**src/design/htt_pkg.sv**
```systemverilog
// Shared types and constants of the hashed transposition table.
// Used by htt_ctrl, htt_dpath and hashed_transposition_table; no dependencies.
`default_nettype none

package htt_pkg;

  // Request kinds; the fourth code is dropped without touching the table
  typedef enum logic [1:0] {
    KIND_LOOKUP = 2'd0,
    KIND_STORE  = 2'd1,
    KIND_CLEAR  = 2'd2
  } kind_e;

  // Hash word and finalizer constants
  localparam int unsigned HASH_W     = 64;
  localparam int unsigned HALF_W     = 32;
  localparam int unsigned HASH_SHIFT = 33;
  localparam logic [HASH_W-1:0] HASH_MUL_A = 64'hff51afd7ed558ccd;
  localparam logic [HASH_W-1:0] HASH_MUL_B = 64'hc4ceb9fe1a85ec53;

  // Remainder unit: fold one hash byte a cycle, then two compare-and-subtract
  // stages a cycle; the step counter rests at MOD_LAST when done
  localparam int unsigned MOD_CNT_W  = 4;
  localparam int unsigned MOD_BITS   = 8;
  localparam int unsigned MOD_FOLDS  = HASH_W / MOD_BITS;
  localparam int unsigned MOD_REDUCE = 3;
  localparam int unsigned MOD_LAST   = MOD_FOLDS + MOD_REDUCE;

  // Partial-product step of one 64-bit multiply
  typedef enum logic [1:0] {
    STEP_LL  = 2'd0,
    STEP_LH  = 2'd1,
    STEP_HL  = 2'd2,
    STEP_FIN = 2'd3
  } mul_step_e;

  // Controller to datapath commands
  typedef struct packed {
    logic      load_in;
    logic      mul_en;
    mul_step_e mul_step;
    logic      mul_sel_b;
    logic      mod_start;
    logic      mod_step;
    logic      sweep_en;
    logic      mem_wr;
    logic      mem_rd;
    logic      load_out;
  } cmd_t;

  // Datapath to controller status
  typedef struct packed {
    logic       sweep_last;
    logic       mod_done;
    logic [1:0] kind;
  } sts_t;

endpackage

`default_nettype wire

```
**src/design/htt_ctrl.sv**
```systemverilog
// Controller of the hashed transposition table: request sequencing and
// output handshake. Depends on htt_pkg.
`default_nettype none

module htt_ctrl
  import htt_pkg::*;
(
  input  wire logic       clk_i,
  input  wire logic       rst_ni,
  input  wire logic       in_valid_i,
  output logic            in_ready_o,
  input  wire logic [1:0] kind_i,
  output logic            out_valid_o,
  input  wire logic       out_ready_i,
  input  wire sts_t       sts_i,
  output cmd_t            cmd_o
);

  typedef enum logic [6:0] {
    ST_SWEEP  = 7'b0000001,
    ST_IDLE   = 7'b0000010,
    ST_MUL_A  = 7'b0000100,
    ST_MUL_B  = 7'b0001000,
    ST_MOD    = 7'b0010000,
    ST_ACCESS = 7'b0100000,
    ST_RESP   = 7'b1000000
  } state_e;

  state_e    state_q, state_d;
  mul_step_e step_q, step_d;
  logic      out_valid_q, out_valid_d;

  // Next state and commands
  always_comb begin
    state_d    = state_q;
    step_d     = step_q;
    cmd_o      = '0;
    in_ready_o = 1'b0;
    case (state_q)
      ST_SWEEP: begin
        cmd_o.sweep_en = 1'b1;
        if (sts_i.sweep_last) state_d = ST_IDLE;
      end
      ST_IDLE: begin
        in_ready_o = 1'b1;
        if (in_valid_i) begin
          cmd_o.load_in = 1'b1;
          step_d        = STEP_LL;
          case (kind_e'(kind_i))
            KIND_LOOKUP: state_d = ST_MUL_A;
            KIND_STORE:  state_d = ST_MUL_A;
            KIND_CLEAR:  state_d = ST_SWEEP;
            default:     state_d = ST_IDLE;
          endcase
        end
      end
      ST_MUL_A, ST_MUL_B: begin
        cmd_o.mul_en    = 1'b1;
        cmd_o.mul_step  = step_q;
        cmd_o.mul_sel_b = (state_q == ST_MUL_B);
        step_d          = mul_step_e'(step_q + 2'd1);
        if (step_q == STEP_FIN) begin
          if (state_q == ST_MUL_A) begin
            state_d = ST_MUL_B;
          end else begin
            cmd_o.mod_start = 1'b1;
            state_d         = ST_MOD;
          end
        end
      end
      ST_MOD: begin
        cmd_o.mod_step = 1'b1;
        if (sts_i.mod_done) state_d = ST_ACCESS;
      end
      ST_ACCESS: begin
        if (sts_i.kind == KIND_STORE) begin
          cmd_o.mem_wr = 1'b1;
          state_d      = ST_IDLE;
        end else begin
          cmd_o.mem_rd = 1'b1;
          state_d      = ST_RESP;
        end
      end
      ST_RESP: begin
        if (!out_valid_q || out_ready_i) begin
          cmd_o.load_out = 1'b1;
          state_d        = ST_IDLE;
        end
      end
      default: begin
        state_d = ST_SWEEP;
      end
    endcase
  end

  // Hold a result until it is taken
  always_comb begin
    out_valid_d = out_valid_q;
    if (cmd_o.load_out)   out_valid_d = 1'b1;
    else if (out_ready_i) out_valid_d = 1'b0;
  end

  assign out_valid_o = out_valid_q;

  // Start with a pass that empties the table
  always_ff @(posedge clk_i or negedge rst_ni) begin
    if (!rst_ni) begin
      state_q     <= ST_SWEEP;
      step_q      <= STEP_LL;
      out_valid_q <= 1'b0;
    end else begin
      state_q     <= state_d;
      step_q      <= step_d;
      out_valid_q <= out_valid_d;
    end
  end

endmodule

`default_nettype wire

```
**config.mk**
```make
export PLATFORM = sky130hd
export DESIGN_NAME = htt_ctrl
export DESIGN_NICKNAME = d
export VERILOG_FILES = /design/src/design/htt_pkg.sv /design/src/design/htt_ctrl.sv
export SDC_FILE = /design/constraint.sdc
export NUM_CORES = 1
export LEC_CHECK = 0
export ABC_AREA = 1
export BUFFER_PORTS_ARGS = -buffer_cell sky130_fd_sc_hd__clkbuf_2
export CORE_MARGIN = 8
export CORE_UTILIZATION = 34
export CTS_BUF_LIST = sky130_fd_sc_hd__clkbuf_4 sky130_fd_sc_hd__clkbuf_8
export DETAILED_ROUTE_END_ITERATION = 10
export GPL_ROUTABILITY_DRIVEN = 0
export PLACE_DENSITY_LB_ADDON = 0.3
export SKIP_CTS_REPAIR_TIMING = 1
export SLEW_MARGIN = 20
export SYNTH_ARGS = -nofsm -noshare
export SYNTH_HDL_FRONTEND = slang
export SYNTH_SLANG_ARGS = --single-unit
```
**constraint.sdc**
```tcl
create_clock -name clk_i -period 1.3 [get_ports clk_i]
set_input_delay 0.195 -clock clk_i [delete_from_list [all_inputs] [get_ports clk_i]]
set_output_delay 0.195 -clock clk_i [all_outputs]
set_load 0.02 [all_outputs]
```
# ---- Word level (Yosys, flattened, before mapping)
# Index checks and enable logic that the tools add are counted.
dict set report totals {
  ff_bits 10
  inputBits 10
  output_inout_bits 13
  wordCells 55
}
dict set report classes {
  addsub 1
  n_eq_ne 16
  muxes 26
  n_reduce_logical 9
}
# op count
set ops {}
lappend ops {{$mux W7} 6}
lappend ops {{$pmux W7 S6} 1}
lappend ops {{$mux W1} 13}
lappend ops {{$mux W5} 2}
lappend ops {{$ne A2 B2 Y1 const B} 5}
lappend ops {{$eq A7 B1 Y1 const B} 1}
lappend ops {{$eq A7 B2 Y1 const B} 1}
lappend ops {{$eq A7 B3 Y1 const B} 1}
lappend ops {{$eq A7 B4 Y1 const B} 1}
lappend ops {{$eq A7 B5 Y1 const B} 1}
lappend ops {{$eq A7 B6 Y1 const B} 1}
lappend ops {{$eq A7 B7 Y1 const B} 1}
lappend ops {{$pmux W3 S2} 1}
lappend ops {{$reduce_and A5 Y1} 1}
lappend ops {{$eq A2 B1 Y1 const B} 2}
lappend ops {{$eq A2 B2 Y1 const B} 2}
lappend ops {{$mux W2} 2}
lappend ops {{$pmux W2 S2} 1}
lappend ops {{$reduce_bool A2 Y1} 2}
lappend ops {{$reduce_or A2 Y1} 2}
lappend ops {{$add A2 B1 Y2 const B} 1}
lappend ops {{$logic_not A2 Y1} 1}
lappend ops {{$reduce_and A2 Y1} 1}
lappend ops {{$logic_not A1 Y1} 1}
lappend ops {{$logic_or A1 B1 Y1} 1}

# ---- Logic depth before layout (Yosys ltp)
# Gate-level depths: netlist (run 1).
dict set report logic_depth {
  word_depth 5
  mapped_depth 10
  mapped_depth_nobuf 10
}

# ---- Worst setup path before layout (run 1)
# No wires, ideal clock.
dict set report synth_path {
  kind {register to output}
  from {register state_q[6]}
  to {output cmd_o[7] in the netlist's numbering}
  t_arrival_ns 1.267
  required_time_ns 1.105
  slack_ns -0.162
  path_stages_with_launch 8
  path_buffers 0
  path_cell_list {dfrtp_1 > inv_2 > nand2_2 > nor2_4 > nand2_1 > nand2_4 > inv_1 > nor2_1}
}
# item line_no
set synth_rtl {}
lappend synth_rtl {{from (decl)} htt_ctrl.sv:29} ;# state_e state_q, state_d;
lappend synth_rtl {{from (signal assigned)} htt_ctrl.sv:112} ;# state_q <= state_d;
lappend synth_rtl {{to (decl)} htt_ctrl.sv:16} ;# output cmd_t cmd_o

==> impl_metrics.env, run 1 <==
export IMPL_slew_headroom=0.818
export IMPL_dr_pass1_iters=4
export IMPL_htreeDepth=1
export IMPL_setup_viol=20
export IMPL_route_detailed_drc=0
export IMPL_clk_pin_slew_worst_paths_ns=0.07
export IMPL_cp_required_ns=1.11
export IMPL_antenna_found_initial=0
export IMPL_drt_iter0_drc=29
export IMPL_cp_arrival_ns=1.44
export IMPL_violations="negative setup slack"
export IMPL_setup_slack_ns=-0.335
export IMPL_worstSetupPathType="register to output port"
export IMPL_cts_root_buf="clkbuf_4"
export IMPL_yosys_top_cells_area="dfrtp_1 30%, nand2_1 15%, nor2_1 9.9%"
export IMPL_slowest_delay_ns=0.56
export IMPL_min_path_cells=2
export IMPL_clkLatencyLatePin_ns=0.27
export IMPL_crit_chain="inv_2 > nand2_4 > nor2_2 > nand2_2 > nand2_4 > buf_12 > buf_8"
export IMPL_mostFrequentLayoutCells="22 x nand2_1, 21 x buf_4, 12 x nor2_4, 12 x nor2_1, 12 x inv_1"
export IMPL_rr_worst_depth=10
export IMPL_initial_core_util=0.351
export IMPL_cts_tree="done"
export IMPL_area_delta_synth_final_pct=78.2
export IMPL_io_buffer_count=22
export IMPL_slowest_stage="dfstp_2"
export IMPL_numCtsBuffers=3
export IMPL_rsz0062_at_grt="true"
export IMPL_die_x_um=63.3
export IMPL_drive_gt1_frac=0.588
export IMPL_final_nets=177
export IMPL_synthMuxAreaShare=0
export IMPL_die_area_um2=4010
export IMPL_clock_path_buffers=2
export IMPL_synth_cell_types=19
export IMPL_rows=17
export IMPL_rr_startpoint="state_q[6]$_DFFE_PN0P_"
export IMPL_synthSimpleGateAreaFrac=0.488
export IMPL_yosysSeqAreaShare=0.330
export IMPL_min_period_ns=1.63
export IMPL_routed_wl_um=2290
export IMPL_antenna_cells=0
export IMPL_io_pins=23
export IMPL_detail_route_antenna_nets=0
export IMPL_min_from="out_ready_i"
export IMPL_synth_top_family_by_area="simple AND/OR/NAND/NOR gates"
export IMPL_grt_first_pass_wirelength_um=3280
export IMPL_final_common_cell="nand2_1"
export IMPL_synthesis_instances=117
export IMPL_crit_family="flip-flops"
export IMPL_holdPathEnd="out_valid_o$_DFFE_PN0P_"
export IMPL_worstMarginPinSlew_ns=0.271
export IMPL_end_kind="output port"
export IMPL_netlist_area_um2=762
export IMPL_hold_viol=0
export IMPL_clock_skew_ns=0.00526
export IMPL_r2r_end="state_q[4]$_DFFE_PN0P_"
export IMPL_power_density_nw_per_um2=1730
export IMPL_slew_viol_final=0
export IMPL_synth_compound_area_frac=0.0378
export IMPL_vias_per_cell=4.55
export IMPL_fin_crit_sh=1.26
export IMPL_hpwl_um=1640
export IMPL_ys_ff_latch=10
export IMPL_crit_fanout=4
export IMPL_critical_path_buf_inv_count=3
export IMPL_status="finished, violations left"
export IMPL_max_cap_violations=0
export IMPL_start_kind="register"
export IMPL_core_area_um2=2170
export IMPL_vias=879
export IMPL_grt_max_degree=11
export IMPL_fin_hold_ws_ns=0.140
export IMPL_ir_worst_vdd_v=0.00111
export IMPL_hold_path_class="primary input to register"
export IMPL_yosys_warnings=0
export IMPL_finalNonFillerCells=193
export IMPL_synth_top_cell_area_share=0.296
export IMPL_synth_fa_ha_area_frac=0.0164
export IMPL_r2r_slack_ns=-0.15
export IMPL_grt_pass1_vias=813
export IMPL_dp_cells=177
export IMPL_synth_area_leader_cell="dfrtp_1"
export IMPL_syn_area_per_cell_um2=6.51
export IMPL_crit_top_cell="nand2_4"
export IMPL_synth_xor_area_frac=0
export IMPL_cts_sinks=10
export IMPL_die_h_um=63.3
export IMPL_wire_per_inst_um=11.9
export IMPL_syn_nets=128
export IMPL_track_usage=0.102
export IMPL_p_leak_nw=0.708
export IMPL_fmax_mhz=612
export IMPL_grt_overflow=0
[worst max-delay path by stage]
stage,startpoint,slack (ns),depth (start not counted),end
floorplan,state_q[6]$_DFFE_PN0P_,-0.05,7,cmd_o[7]
global placement,state_q[0]$_DFFE_PN1P_,-0.07,7,cmd_o[9]
finish,state_q[0]$_DFFE_PN1P_,-0.33,7,cmd_o[9]
detailed placement,state_q[0]$_DFFE_PN1P_,-0.12,9,step_q[0]$_DFFE_PN0P_
CTS,state_q[0]$_DFFE_PN1P_,-0.41,7,cmd_o[9]
global route,state_q[3]$_DFFE_PN0P_,-0.39,6,cmd_o[0]
[through the flow]
step	area [µm²]	setup slack, ns	total power, W	setup TNS (ns)	util
global route	1360	-0.392	0.00255	-5.90	0.626
finish	1360	-0.335	0.00235	-4.36	0.626
detailed placement	1020	-0.118	0.00147	-1.31	0.470
floorplan	787	-0.0491	0.00115	-0.115	-
CTS	1060	-0.414	0.00177	-5.09	0.487
global placement	1020	-0.0749	0.00145	-0.807	0.470
[state kept, by name, indices dropped and copies added (netlist names)]
signal and count:
out_valid_o 1, step_q 2, state_q 7
[kinds of logic (layout without fill, tap and decap cells)]
group,after synthesis,after routing
buffers and inverters,25,73
DFF,10,10
adders and majority gates,1,1
AOI/OAI and AO/OA,5,5
and+or+nand+nor,76,76
[power breakdown]
part / leakage (nW) / switching [W] / internal, W
Clock: 0.0210 / 0.000115 / 0.000170
Sequential: 0.133 / 0.0000695 / 0.000396
Combinational: 0.554 / 0.000868 / 0.000727
Total: 0.708 / 0.00105 / 0.00129
[worst reg2reg max path: stages, from the launching register on]
cell	delay [ns]
dfrtp_1	0.41
inv_2	0.07
nand2_2	0.06
nor2_4	0.15
buf_6	0.15
buf_4	0.11
nand3_2	0.11
nand2_4	0.09
nor2_4	0.04
nand2_2	0.09
o21ai_1	0.06
[synth_stat cells]
cell / n
dfrtp_1: 9
buf_4: 1
nor2_4: 2
nand3b_1: 1
nand2_2: 6
ha_1: 1
o21ai_0: 1
nand3_1: 7
a21oi_1: 1
nand2_4: 2
o21ai_1: 2
inv_1: 18
nand2_1: 31
inv_2: 6
nor2_1: 20
dfstp_2: 1
a22o_1: 1
nor2_2: 4
nand3_2: 3
[area by class of cell]
class | instances | area (µm²)
Fill cell | 200 | 812
Multi-Input combinational cell | 82 | 561
Timing Repair Buffer | 45 | 377
Sequential cell | 10 | 251
Inverter | 24 | 97.6
Clock buffer | 4 | 36.3
Tap cell | 28 | 35.0
[layer usage]
layer	global-route usage	up-vias	routed length (µm)
li1	-	442	-
met1	0.113	412	905
met2	0.165	21	1210
met3	0.0389	4	150
met4	0.0501	0	23
met5	0	-	0
Power figures use the tool's default switching activity.
==> run 2: changes to the inputs <==
Settings changed: ABC_AREA 1 to default, BUFFER_PORTS_ARGS -buffer_cell sky130_fd_sc_hd__clkbuf_2 to -buffer_cell sky130_fd_sc_hd__buf_2.
Clock period 1.3 ns to 1.4 ns, I/O delays scaled along.
==> impl_metrics.env, run 2 <==
export IMPL_status="finished, violations left"
export IMPL_violations="negative setup slack"
export IMPL_ir_worst_vdd_v=0.00106
export IMPL_mostFrequentLayoutCells="34 x buf_4, 12 x buf_6, 11 x buf_2, 7 x inv_1"
export IMPL_io_pins=23
export IMPL_synth_area_leader_cell="dfrtp_1"
export IMPL_syn_area_per_cell_um2=9.24
export IMPL_setup_slack_ns=-0.447
export IMPL_vias=840
export IMPL_grt_overflow=0
export IMPL_drt_iter0_drc=20
export IMPL_async_flop_share=1.00
export IMPL_worstMarginPinSlew_ns=0.368
export IMPL_crit_fanout=5
export IMPL_drive_gt1_frac=0.648
export IMPL_synth_top_cell_area_share=0.277
export IMPL_rr_worst_depth=7
export IMPL_clock_skew_ns=0.00428
export IMPL_area_delta_synth_final_pct=71.8
export IMPL_fillers=200
export IMPL_track_usage=0.106
export IMPL_rsz0062_at_grt="true"
export IMPL_dr_pass1_iters=4
export IMPL_cts_root_buf="clkbuf_4"
export IMPL_cts_tree="done"
export IMPL_largest_reg_flops=7
export IMPL_end_kind="output port"
export IMPL_finalNonFillerCells=173
export IMPL_globalRouteMet2Util=0.173
export IMPL_fin_hold_ws_ns=0.130
export IMPL_numCtsBuffers=3
export IMPL_dp_slack_ns=-0.306
export IMPL_synth_cell_types=44
export IMPL_power_density_nw_per_um2=1460
export IMPL_yosysSeqAreaShare=0.309
export IMPL_gr_usage_met1=0.128
export IMPL_busiest_layer="met2"
export IMPL_ys_ff_latch=10
export IMPL_htreeDepth=1
export IMPL_final_common_cell="buf_4"
export IMPL_worstSetupPathType="register to output port"
export IMPL_dp_cells=157
export IMPL_grt_first_pass_wirelength_um=3560
export IMPL_max_cap_violations=0
export IMPL_route_detailed_drc=0
export IMPL_setup_viol=19
export IMPL_synthFlopType="dfrtp_1"
export IMPL_yosys_warnings=0
export IMPL_antenna_cells=0
export IMPL_cp_required_ns=1.19
export IMPL_final_nets=157
export IMPL_hold_path_class="primary input to register"
export IMPL_rows=17
export IMPL_slew_headroom=0.754
export IMPL_gr_usage_met3=0.0258
export IMPL_routed_wl_um=2460
export IMPL_cp_arrival_ns=1.64
export IMPL_synth_commonest_cells="9 x dfrtp_1, 9 x inv_1, 6 x nand2_1, 6 x nor2_1"
export IMPL_grt_pass1_vias=824
export IMPL_start_kind="register"
export IMPL_slew_viol_final=0
export IMPL_antenna_found_initial=0
export IMPL_io_buffer_count=22
export IMPL_netlist_area_um2=813
export IMPL_die_h_um=64.9
export IMPL_vias_per_cell=4.86
export IMPL_synthesis_instances=88
export IMPL_clkLatencyLatePin_ns=0.28
export IMPL_cts_sinks=10
export IMPL_die_area_um2=4210
export IMPL_yosys_top_cells_area="dfrtp_1 28%, inv_1 4.2%, buf_6 4.2%"
export IMPL_hold_viol=0
export IMPL_power_w=0.00203
export IMPL_clock_path_buffers=2
export IMPL_fmax_mhz=541
export IMPL_core_area_um2=2230
export IMPL_post_route_util=0.626
export IMPL_min_path_cells=2
export IMPL_grt_max_degree=11
export IMPL_syn_nets=99
export IMPL_min_period_ns=1.85
export IMPL_die_x_um=64.9
export IMPL_clk_pin_slew_worst_paths_ns=0.07
export IMPL_hpwl_um=1910
export IMPL_largest_register="state_q"
export IMPL_fin_crit_sh=1.32
export IMPL_synth_edf_count=0
export IMPL_initial_core_util=0.364
export IMPL_p_leak_nw=0.697
export IMPL_wire_per_inst_um=14.2
export IMPL_detail_route_antenna_nets=0
-- run 2: changes by cell type in the layout (fill, tap and decap cells not counted), moves of 7 or more --
cell | previous run | this run
buf_4 | 21 | 34
nor2_1 | 12 | 5
buf_2 | 0 | 11
nand2_1 | 22 | 4
clkbuf_2 | 10 | 0
nand2_2 | 9 | 2
nand2_4 | 8 | 1
nor2_4 | 12 | 2
inv_2 | 10 | 2
-- run 2: where the power goes --
group	leakage, nW	internal [W]	total, W	switching [W]
sequential	0.126	0.000370	0.000469	0.0000989
clock	0.0210	0.000158	0.000278	0.000119
combinational	0.550	0.000688	0.00129	0.000598
-- run 2: worst max-delay path: stages (launching register included) --
cell and delay (ns):
dfrtp_2 0.47, nor3_4 0.25, nand4b_1 0.12, buf_4 0.17, nor3b_4 0.19, buf_6 0.14
-- run 2: logic make-up after synthesis --
group / share of synthesized area
DFF: 0.309
xor gates and xnor gates: 0.0215
AOI/OAI and AO/OA: 0.188
muxes: 0.0308
buffers and inverters: 0.0985
and+or+nand+nor: 0.325
adders and majority gates: 0.0277
-- run 2: worst paths after layout --
| path | slack (ns) | from | end |
|---|---|---|---|
| max in group asynchronous | 0.83 | rst_ni | state_q[0]$_DFFE_PN1P_ |
| worst min-delay path | 0.13 | sts_i[2] | state_q[4]$_DFFE_PN0P_ |
| worst max register to register | -0.36 | state_q[3]$_DFFE_PN0P_ | state_q[3]$_DFFE_PN0P_ |
| worst max-delay path | -0.45 | state_q[2]$_DFFE_PN0P_ | cmd_o[2] |
| worst min register to register | 0.55 | step_q[1]$_DFFE_PN0P_ | step_q[1]$_DFFE_PN0P_ |
| min in group asynchronous | 0.32 | rst_ni | state_q[6]$_DFFE_PN0P_ |
-- run 2: layout make-up --
type,count,area (µm²),share of cell area
Multi-Input combinational cell,64,579,0.415
Inverter,9,33.8,0.0242
Clock buffer,4,36.3,0.0260
Timing Repair Buffer,58,455,0.326
Sequential cell,10,258,0.184
Tap cell,28,35.0,0.0251
-- run 2: layer usage --
layer / up-vias / part of all wire
met5: - / 0
met4: 0 / 0.016
met3: 4 / 0.050
met2: 23 / 0.49
met1: 391 / 0.44
li1: 422 / -
-- run 2: per-stage QoR --
step | setup TNS (ns) | instance area [µm²]
final | -5.73 | 1400
after global routing | -6.94 | 1400
after CTS | -6.80 | 1170
after detailed placement | -2.88 | 1140
after global placement | -2.63 | 1140
after floorplan | -0.878 | 865
